===== src/rtl/core/obl_pkg.sv =====
// ----------------------------------------------------------------------------
// obl_pkg
// Shared constants, command codes and per-cell control type for the ordered
// byte list.
// ----------------------------------------------------------------------------
package obl_pkg;

  localparam int CAPACITY = 16;
  localparam int IDX_W    = (CAPACITY > 1) ? $clog2(CAPACITY) : 1;
  localparam int CNT_W    = $clog2(CAPACITY + 1);
  localparam int CMD_W    = 3;
  localparam int VAL_W    = 8;
  localparam int POS_W    = 4;
  localparam int OCNT_W   = 5;

  typedef enum logic [CMD_W-1:0] {
    CMD_INS_FRONT = 3'd0,
    CMD_INS_BACK  = 3'd1,
    CMD_SEARCH    = 3'd2,
    CMD_DELETE    = 3'd3,
    CMD_DUMP      = 3'd4
  } cmd_e;

  typedef enum logic [2:0] {
    CELL_HOLD,
    CELL_LOAD,
    CELL_TAKE_LEFT,
    CELL_TAKE_RIGHT,
    CELL_TAKE_HEAD
  } cell_op_e;

  typedef struct packed {
    cell_op_e op;
    logic     cmp_en;
    logic     active;
  } cell_ctl_t;

endpackage


===== src/rtl/core/obl_cell.sv =====
// ----------------------------------------------------------------------------
// obl_cell
// One list slot: holds a byte, latches a key compare, and passes the
// first-match chain to its right neighbor.
// ----------------------------------------------------------------------------
module obl_cell (
  input  logic                      clk_i,
  input  obl_pkg::cell_ctl_t        ctl_i,
  input  logic [obl_pkg::VAL_W-1:0] key_i,
  input  logic [obl_pkg::VAL_W-1:0] new_i,
  input  logic [obl_pkg::VAL_W-1:0] left_i,
  input  logic [obl_pkg::VAL_W-1:0] right_i,
  input  logic [obl_pkg::VAL_W-1:0] head_i,
  input  logic                      seen_i,
  output logic [obl_pkg::VAL_W-1:0] data_o,
  output logic                      seen_o,
  output logic                      first_o
);
  import obl_pkg::*;

  logic [VAL_W-1:0] data_q, data_d;
  logic             match_q;
  logic             hit;

  always_comb begin
    unique case (ctl_i.op)
      CELL_HOLD:       data_d = data_q;
      CELL_LOAD:       data_d = new_i;
      CELL_TAKE_LEFT:  data_d = left_i;
      CELL_TAKE_RIGHT: data_d = right_i;
      CELL_TAKE_HEAD:  data_d = head_i;
      default:         data_d = data_q;
    endcase
  end

  always_ff @(posedge clk_i) begin
    data_q <= data_d;
    if (ctl_i.cmp_en) begin
      match_q <= (data_q == key_i);
    end
  end

  assign hit     = match_q & ctl_i.active;
  assign seen_o  = seen_i | hit;
  assign first_o = hit & ~seen_i;
  assign data_o  = data_q;

endmodule


===== src/rtl/core/ordered_byte_list.sv =====
// ----------------------------------------------------------------------------
// ordered_byte_list
// Ordered list of up to CAPACITY bytes held in a chain of cells.
// ----------------------------------------------------------------------------
// Insert, search and delete pass from IDLE to EXEC and register their one
// result in EXEC; busy is high outside IDLE, so each is done before the next.
// Dump of N entries runs EXEC, then DUMP if N > 0 (at least 1 result), one
// result per cycle in DUMP, made by rotating the cell chain through the head cell.
// Reset clears the fill count and control; cell contents are left as is.
// Results are strobed for one cycle; the receiver cannot stall.
// ----------------------------------------------------------------------------
module ordered_byte_list (
  input  logic                         clk_i,
  input  logic                         rst_ni,
  input  logic                         start,
  output logic                         busy,
  input  logic [obl_pkg::CMD_W-1:0]    command_i,
  input  logic [obl_pkg::VAL_W-1:0]    value_i,
  output logic                         result_valid_o,
  output logic                         found_o,
  output logic [obl_pkg::POS_W-1:0]    position_o,
  output logic [obl_pkg::VAL_W-1:0]    entry_value_o,
  output logic                         last_o,
  output logic [obl_pkg::OCNT_W-1:0]   count_o,
  output logic                         empty_res_o,
  output logic                         overflow_o
);
  import obl_pkg::*;

  typedef enum logic [1:0] {
    ST_IDLE,
    ST_EXEC,
    ST_DUMP
  } state_e;

  state_e           state_q;
  logic [CMD_W-1:0] cmd_q;
  logic [VAL_W-1:0] val_q;
  logic [CNT_W-1:0] fill_q;
  logic [IDX_W-1:0] idx_q;

  logic             rv_q, found_q, last_q, empty_q, ovf_q;
  logic [POS_W-1:0] pos_q;
  logic [VAL_W-1:0] ev_q;
  logic [CNT_W-1:0] cnt_q;

  logic             accept;
  logic             full;
  logic             dump_last;

  cell_ctl_t        ctl   [CAPACITY];
  logic [VAL_W-1:0] data  [CAPACITY];
  logic             seen  [CAPACITY];
  logic             first [CAPACITY];
  logic [IDX_W-1:0] hit_pos;

  assign accept    = start && !busy;
  assign busy      = (state_q != ST_IDLE);
  assign full      = (fill_q == CNT_W'(CAPACITY));
  assign dump_last = ({1'b0, idx_q} + (CNT_W)'(1)) == fill_q;

  // per-cell control
  always_comb begin
    for (int i = 0; i < CAPACITY; i++) begin
      ctl[i].op     = CELL_HOLD;
      ctl[i].cmp_en = accept;
      ctl[i].active = (CNT_W'(i) < fill_q);
      if (state_q == ST_EXEC) begin
        if (cmd_q == CMD_INS_FRONT && !full) begin
          ctl[i].op = (i == 0) ? CELL_LOAD : CELL_TAKE_LEFT;
        end else if (cmd_q == CMD_INS_BACK && !full) begin
          ctl[i].op = (CNT_W'(i) == fill_q) ? CELL_LOAD : CELL_HOLD;
        end else if (cmd_q == CMD_DELETE) begin
          ctl[i].op = seen[i] ? CELL_TAKE_RIGHT : CELL_HOLD;
        end
      end else if (state_q == ST_DUMP) begin
        // rotate the occupied part of the chain left by one
        if (CNT_W'(i) + CNT_W'(1) < fill_q) begin
          ctl[i].op = CELL_TAKE_RIGHT;
        end else if (CNT_W'(i) + CNT_W'(1) == fill_q) begin
          ctl[i].op = CELL_TAKE_HEAD;
        end
      end
    end
  end

  for (genvar g = 0; g < CAPACITY; g++) begin : g_cell
    obl_cell u_cell (
      .clk_i   (clk_i),
      .ctl_i   (ctl[g]),
      .key_i   (value_i),
      .new_i   (val_q),
      .left_i  ((g == 0) ? data[0] : data[(g == 0) ? 0 : g - 1]),
      .right_i ((g == CAPACITY - 1) ? data[g] : data[(g == CAPACITY - 1) ? g : g + 1]),
      .head_i  (data[0]),
      .seen_i  ((g == 0) ? 1'b0 : seen[(g == 0) ? 0 : g - 1]),
      .data_o  (data[g]),
      .seen_o  (seen[g]),
      .first_o (first[g])
    );
  end

  always_comb begin
    hit_pos = '0;
    for (int i = 0; i < CAPACITY; i++) begin
      if (first[i]) begin
        hit_pos = hit_pos | IDX_W'(i);
      end
    end
  end

  always_ff @(posedge clk_i or negedge rst_ni) begin
    if (!rst_ni) begin
      state_q <= ST_IDLE;
      fill_q  <= '0;
      cmd_q   <= '0;
      val_q   <= '0;
      idx_q   <= '0;
      rv_q    <= 1'b0;
      found_q <= 1'b0;
      last_q  <= 1'b0;
      empty_q <= 1'b0;
      ovf_q   <= 1'b0;
      pos_q   <= '0;
      ev_q    <= '0;
      cnt_q   <= '0;
    end else begin
      rv_q <= 1'b0;
      unique case (state_q)
        ST_IDLE: begin
          if (start) begin
            cmd_q   <= command_i;
            val_q   <= value_i;
            state_q <= ST_EXEC;
          end
        end
        ST_EXEC: begin
          state_q <= ST_IDLE;
          found_q <= 1'b0;
          pos_q   <= '0;
          ev_q    <= '0;
          last_q  <= 1'b1;
          ovf_q   <= 1'b0;
          cnt_q   <= fill_q;
          empty_q <= (fill_q == '0);
          idx_q   <= '0;
          priority if (cmd_q == CMD_INS_FRONT || cmd_q == CMD_INS_BACK) begin
            rv_q <= 1'b1;
            if (full) begin
              ovf_q <= 1'b1;
            end else begin
              fill_q  <= fill_q + CNT_W'(1);
              cnt_q   <= fill_q + CNT_W'(1);
              empty_q <= 1'b0;
            end
          end else if (cmd_q == CMD_SEARCH) begin
            rv_q    <= 1'b1;
            found_q <= seen[CAPACITY-1];
            pos_q   <= POS_W'(hit_pos);
          end else if (cmd_q == CMD_DELETE) begin
            rv_q    <= 1'b1;
            found_q <= seen[CAPACITY-1];
            pos_q   <= POS_W'(hit_pos);
            if (seen[CAPACITY-1]) begin
              fill_q  <= fill_q - CNT_W'(1);
              cnt_q   <= fill_q - CNT_W'(1);
              empty_q <= (fill_q == CNT_W'(1));
            end
          end else if (cmd_q == CMD_DUMP) begin
            if (fill_q == '0) begin
              rv_q <= 1'b1;
            end else begin
              state_q <= ST_DUMP;
            end
          end else begin
            rv_q <= 1'b0;
          end
        end
        ST_DUMP: begin
          rv_q    <= 1'b1;
          found_q <= 1'b0;
          ovf_q   <= 1'b0;
          pos_q   <= POS_W'(idx_q);
          ev_q    <= data[0];
          last_q  <= dump_last;
          cnt_q   <= fill_q;
          empty_q <= 1'b0;
          idx_q   <= idx_q + IDX_W'(1);
          if (dump_last) begin
            state_q <= ST_IDLE;
          end
        end
        default: state_q <= ST_IDLE;
      endcase
    end
  end

  assign result_valid_o = rv_q;
  assign found_o        = found_q;
  assign position_o     = pos_q;
  assign entry_value_o  = ev_q;
  assign last_o         = last_q;
  assign count_o        = OCNT_W'(cnt_q);
  assign empty_res_o    = empty_q;
  assign overflow_o     = ovf_q;

  a_count_range: assert property (@(posedge clk_i) disable iff (!rst_ni)
    result_valid_o |-> (count_o <= OCNT_W'(CAPACITY)))
    else $error("count beyond capacity");

  a_empty_count: assert property (@(posedge clk_i) disable iff (!rst_ni)
    result_valid_o |-> (empty_res_o == (count_o == '0)))
    else $error("empty flag disagrees with count");

  a_ovf_excl: assert property (@(posedge clk_i) disable iff (!rst_ni)
    (result_valid_o && overflow_o) |-> (!found_o && last_o))
    else $error("overflow result with found or not last");

  a_accept_busy: assert property (@(posedge clk_i) disable iff (!rst_ni)
    (start && !busy) |=> busy)
    else $error("transaction accepted without going busy");

endmodule


===== config.mk =====
export PLATFORM = sky130hd
export DESIGN_NAME = ordered_byte_list
export DESIGN_NICKNAME = d
export VERILOG_FILES = /design/src/rtl/core/obl_pkg.sv /design/src/rtl/core/obl_cell.sv /design/src/rtl/core/ordered_byte_list.sv
export SDC_FILE = /design/constraint.sdc
export NUM_CORES = 1
export LEC_CHECK = 0
export ABC_AREA = 1
export BUFFER_PORTS_ARGS = -buffer_cell sky130_fd_sc_hd__buf_2
export CORE_MARGIN = 2
export CORE_UTILIZATION = 55
export CTS_BUF_LIST = sky130_fd_sc_hd__clkbuf_4
export CTS_CLUSTER_SIZE = 30
export DETAILED_ROUTE_END_ITERATION = 8
export PLACE_DENSITY_LB_ADDON = 0.1
export SETUP_SLACK_MARGIN = 0.02
export SKIP_CTS_REPAIR_TIMING = 1
export SLEW_MARGIN = 40
export SYNTH_ARGS = -nofsm -noshare
export SYNTH_HDL_FRONTEND = slang
export SYNTH_HIERARCHICAL = 1
export SYNTH_SLANG_ARGS = --single-unit

===== constraint.sdc =====
create_clock -name clk_i -period 4.8 [get_ports clk_i]
set_clock_uncertainty 0.15 [all_clocks]
set_input_delay 0.72 -clock clk_i [delete_from_list [all_inputs] [get_ports clk_i]]
set_output_delay 0.72 -clock clk_i [all_outputs]
set_load 0.05 [all_outputs]

== After elaboration in Yosys (flattened, before gate mapping) ==
Index checks and enable logic that the tools add are counted.

* $lt $le $gt $ge: 17
* $add $sub $neg: 4
* Reduce and logical (&&, ||, !) cells: 30
* Equality and inequality tests: 104
* Bitwise logic cells: 61
* Mux-type cells: 215

{| class="wikitable"
|+ Operator list
! cell !! count
|-
| case mux 8 bit (4 select lines) || 13
|-
| two-way mux 3 bit || 70
|-
| two-way mux 2 bit || 71
|-
| equality test 8 bit || 16
|-
| equality test 3 x 2 -> 1 bit, second input constant || 32
|-
| nonzero test 4 bit || 13
|-
| equality test 3 x 1 -> 1 bit, second input constant || 17
|-
| equality test 3 bit, second input constant || 16
|-
| case mux 8 bit (3 select lines) || 2
|-
| two-way mux 4 bit || 11
|-
| equality test 4 x 5 -> 1 bit, first input constant || 8
|-
| less-than comparator 4 x 5 -> 1 bit, first input constant || 8
|-
| two-way mux 1 bit || 32
|-
| case mux 8 bit (2 select lines) || 2
|-
| AND 1 bit || 31
|-
| two-way mux 5 bit || 5
|-
| equality test 3 x 5 -> 1 bit, first input constant || 4
|-
| less-than comparator 3 x 5 -> 1 bit, first input constant || 4
|-
| case mux 4 bit (2 select lines) || 2
|-
| inverter 1 bit || 15
|-
| OR 1 bit || 15
|-
| equality test 2 x 5 -> 1 bit, first input constant || 2
|-
| less-than comparator 1 x 5 -> 1 bit, first input constant || 2
|-
| less-than comparator 2 x 5 -> 1 bit, first input constant || 2
|-
| other kinds (26) || 38
|}

* Output and inout bits: 23
* Word-level logic and storage cells: 476
* Input bits: 14
* Register bits after elaboration: 188

== Longest topological paths before layout ==
* Depth after elaboration: 24
* Depth in mapped cells: 33
* Depth with buffers taken out: 30

== Modules after synthesis ==
Netlist, hierarchy kept.

{| class="wikitable"
|+ By module, submodules not included
! module !! area an instance (um^2) !! times used !! cells each !! seq. area each (um^2)
|-
| obl_cell || 838.3 || 16 || 133 || 270.3
|-
| ordered_byte_list || 3359.5 || 1 || 498 || 1101.1
|}

== Worst setup path before layout ==
Ideal clock, no wire load.

* Kind: register to register
* Start point: register fill_q[4]
* End point: register g_cell[15].u_cell.data_q[0] (enable)
* Stages on the path, launching flop included: 32
* Buffers on the path: 3
* Setup time: 329 ps
* Period minus slack after synthesis: 5361 ps
* Arrival time: 4882 ps
* Setup slack: -561 ps
* Required time: 4321 ps
* Path through: dfrtp_1 -> buf_6 -> inv_4 -> buf_6 -> nand2_1 -> inv_2 -> nand2_1 -> inv_1 -> o21bai_1 -> o21bai_1 -> o21bai_1 -> o21bai_1 -> o21bai_1 -> o21bai_1 -> o21bai_1 -> o21bai_1 -> o21bai_1 -> o21bai_1 -> o21bai_1 -> o21bai_1 -> o21bai_1 -> o21bai_1 -> o21bai_1 -> o21bai_1 -> nand2_2 -> inv_2 -> o21ai_0 -> nand2_1 -> buf_6 -> nor2_4 -> nand2_4 -> nand2_1

{| class="wikitable"
|+ RTL lines
! item !! line !! source
|-
| from (decl) || ordered_byte_list.sv:39 || <nowiki>logic [CNT_W-1:0] fill_q;</nowiki>
|-
| from (signal assigned) || ordered_byte_list.sv:152 || <nowiki>fill_q <= fill_q + CNT_W'(1);</nowiki>
|-
| from (signal assigned) || ordered_byte_list.sv:165 || <nowiki>fill_q <= fill_q - CNT_W'(1);</nowiki>
|-
| to (signal assigned) || obl_cell.sv:37 || <nowiki>data_q <= data_d;</nowiki>
|-
| to (decl) || obl_cell.sv:21 || <nowiki>logic [VAL_W-1:0] data_q, data_d;</nowiki>
|}

==> flow_metrics.py <==
metrics = {
    "finish": {
        "final_nets": 2710,
        "stdcell_count": 3091,
        "utilization": 0.609,
        "layout-drive-gt1-share": 0.124,
        "stdcell_area_mm2": 0.0181,
        "syn2layout_area_growth_pct": 8.23,
        "fillCellCount": 2939,
    },
    "die": {
        "rows": 63,
        "die_area_mm2": 0.0319,
        "ios": 37,
        "die_y_um": 179,
        "dieWidth_um": 179,
        "core-area_mm2": 0.0298,
        "initial_core_util": 0.563,
    },
    "sta": {
        "setup_tns_ns": -0.521,
        "rsz0062_at_grt": "true",
        "fmax_ghz": 0.206,
        "tightest_slew_ns": 0.960,
        "slew_viol_final": 0,
        "hold_ws_ns": 0.128,
        "worst_slack_ns": -0.0621,
        "post-route-min-period_ns": 4.86,
        "slew_headroom": 0.360,
        "fin_crit_sh": 1.01,
        "hold_viol": 0,
        "setup_violations": 16,
    },
    "synthesis": {
        "syn_area_per_cell_um2": 6.39,
        "synth_fp_nets": 2648,
        "syn_area_mm2": 0.0168,
        "synth_cells": 2625,
        "ys_warn_count": 6,
    },
    "power_and_ir_drop": {
        "pwr_density_cell_mw_per_mm2": 632,
        "ir_drop_v": 0.000318,
        "totalPowerFinal_mw": 11.5,
        "leakagePower_nw": 9.99,
    },
    "grt": {
        "gr-usage-all-layers": 0.359,
        "grt_max_degree": 45,
        "grt_pass1_wl_mm": 86.7,
        "overflow": 0,
        "antenna_found_initial": 1,
        "first_global_vias": 15800,
    },
    "clock_tree": {
        "clk_pin_slew_worst_paths_ns": 0.17,
        "clock_latency_ns": 0.68,
        "root_buffer": "clkbuf_4",
        "clockBufferDepth": 2,
        "cts_tree": "done",
        "h-tree-depth": 4,
        "cts_sinks": 188,
        "numCtsBuffers": 17,
    },
    "placement": {
        "dp.cells": 3045,
        "dp_hpwl_mm": 38.9,
        "place_area_mm2": 0.0175,
        "pre_cts_slack_ns": -0.0777,
        "gp_congestion": 0.984,
        "io_buffers": 36,
    },
    "run_status": {
        "status": "finished with violations",
        "violations": "negative setup slack",
    },
    "setup_path": {
        "crit_path_start_kind": "register",
        "rrSetupSlack_ns": -0.06,
        "crit_arrival_ns": 5.15,
        "cp.required_ns": 5.08,
        "worstSetupEndpointType": "register",
        "crit_slowest_cell": "dfrtp_2",
        "cp_max_fo": 8,
        "slowest_delay_ns": 0.48,
        "crit_top_cell": "o21bai_4",
        "crit_type": "register to register",
    },
    "drt": {
        "routedWlPerCell_um": 18.4,
        "dr.first_iter.drc_count": 2100,
        "firstDrtPassIters": 7,
        "routed_wl_mm": 56.9,
        "viasPerCell": 5.69,
        "ant_nets": 0,
        "route.vias.total": 17600,
        "drc": 0,
    },
    "min_path": {
        "hold_path_class": "input pin to register",
    },
    "run": {
        "cap_violations": 0,
    },
}
layout by cell type, fill, tap and decap left out, types with 25 or more instances in the layout:
master,n
inv_2,25
nand2_4,38
nand4_1,131
nor2_1,435
o21ai_1,25
buf_4,88
nand3_1,286
dfrtp_1,34
inv_1,435
nand2_1,772
edfxtp_1,144
buf_2,30
o21ai_0,27
report_power, final:
group          total (mW)  internal, mW  switching, mW
Sequential           4.08          2.89           1.20
Combinational        6.42          2.01           4.41
Clock               0.970         0.319          0.651
critical path, delay by kind of cell (launching register included):
kind | cells | cell delay [ns]
AOI/OAI and AO/OA | 17 | 2.89
and+or+nand+nor | 9 | 0.76
DFF | 1 | 0.48
buffers and inverters | 4 | 0.34
final timing paths:
check	startpoint	end	cells past startpoint
setup / recovery	fill_q[3]$_DFFE_PN0P_	g_cell[15].u_cell/data_o[1]$_DFFE_PP_	30
hold / removal	command_i[0]	cmd_q[0]$_DFFE_PN0P_	3
setup reg to reg	fill_q[3]$_DFFE_PN0P_	g_cell[15].u_cell/data_o[1]$_DFFE_PP_	30
hold reg to reg	entry_value_o[4]$_DFFE_PN0P_	entry_value_o[4]$_DFFE_PN0P_	2
max in group asynchronous	rst_ni	fill_q[3]$_DFFE_PN0P_	2
min in group asynchronous	rst_ni	count_o[0]$_DFFE_PN0P_	2
registers in the layout, summed over array words and instances (netlist names), 3 cells and up:
register,cells
cmd_q,3
count_o,5
entry_value_o,8
fill_q,5
g_cell.u_cell/data_o,128
g_cell.u_cell/match_q,16
idx_q,4
position_o,4
val_q,8
area by class of cell:
type,instances,area [µm²],share of cell area
clock inverter,15,161,0.00889
tap,390,488,0.0269
antenna,1,2.50,0.000138
sequential,188,5440,0.300
clock buffer,17,128,0.00703
multi-input combinational,1888,9210,0.507
timing repair buffer,128,967,0.0533
inverter,464,1760,0.0968
layer usage:
metal  track usage  vias up  routed length, µm
li1              -     8420                  -
met1         0.486     8046              23100
met2         0.561      942              24500
met3        0.0592      181               6430
met4         0.164        0               2880
met5             0        -                  0
No activity file was read; power rests on OpenSTA's default activity.
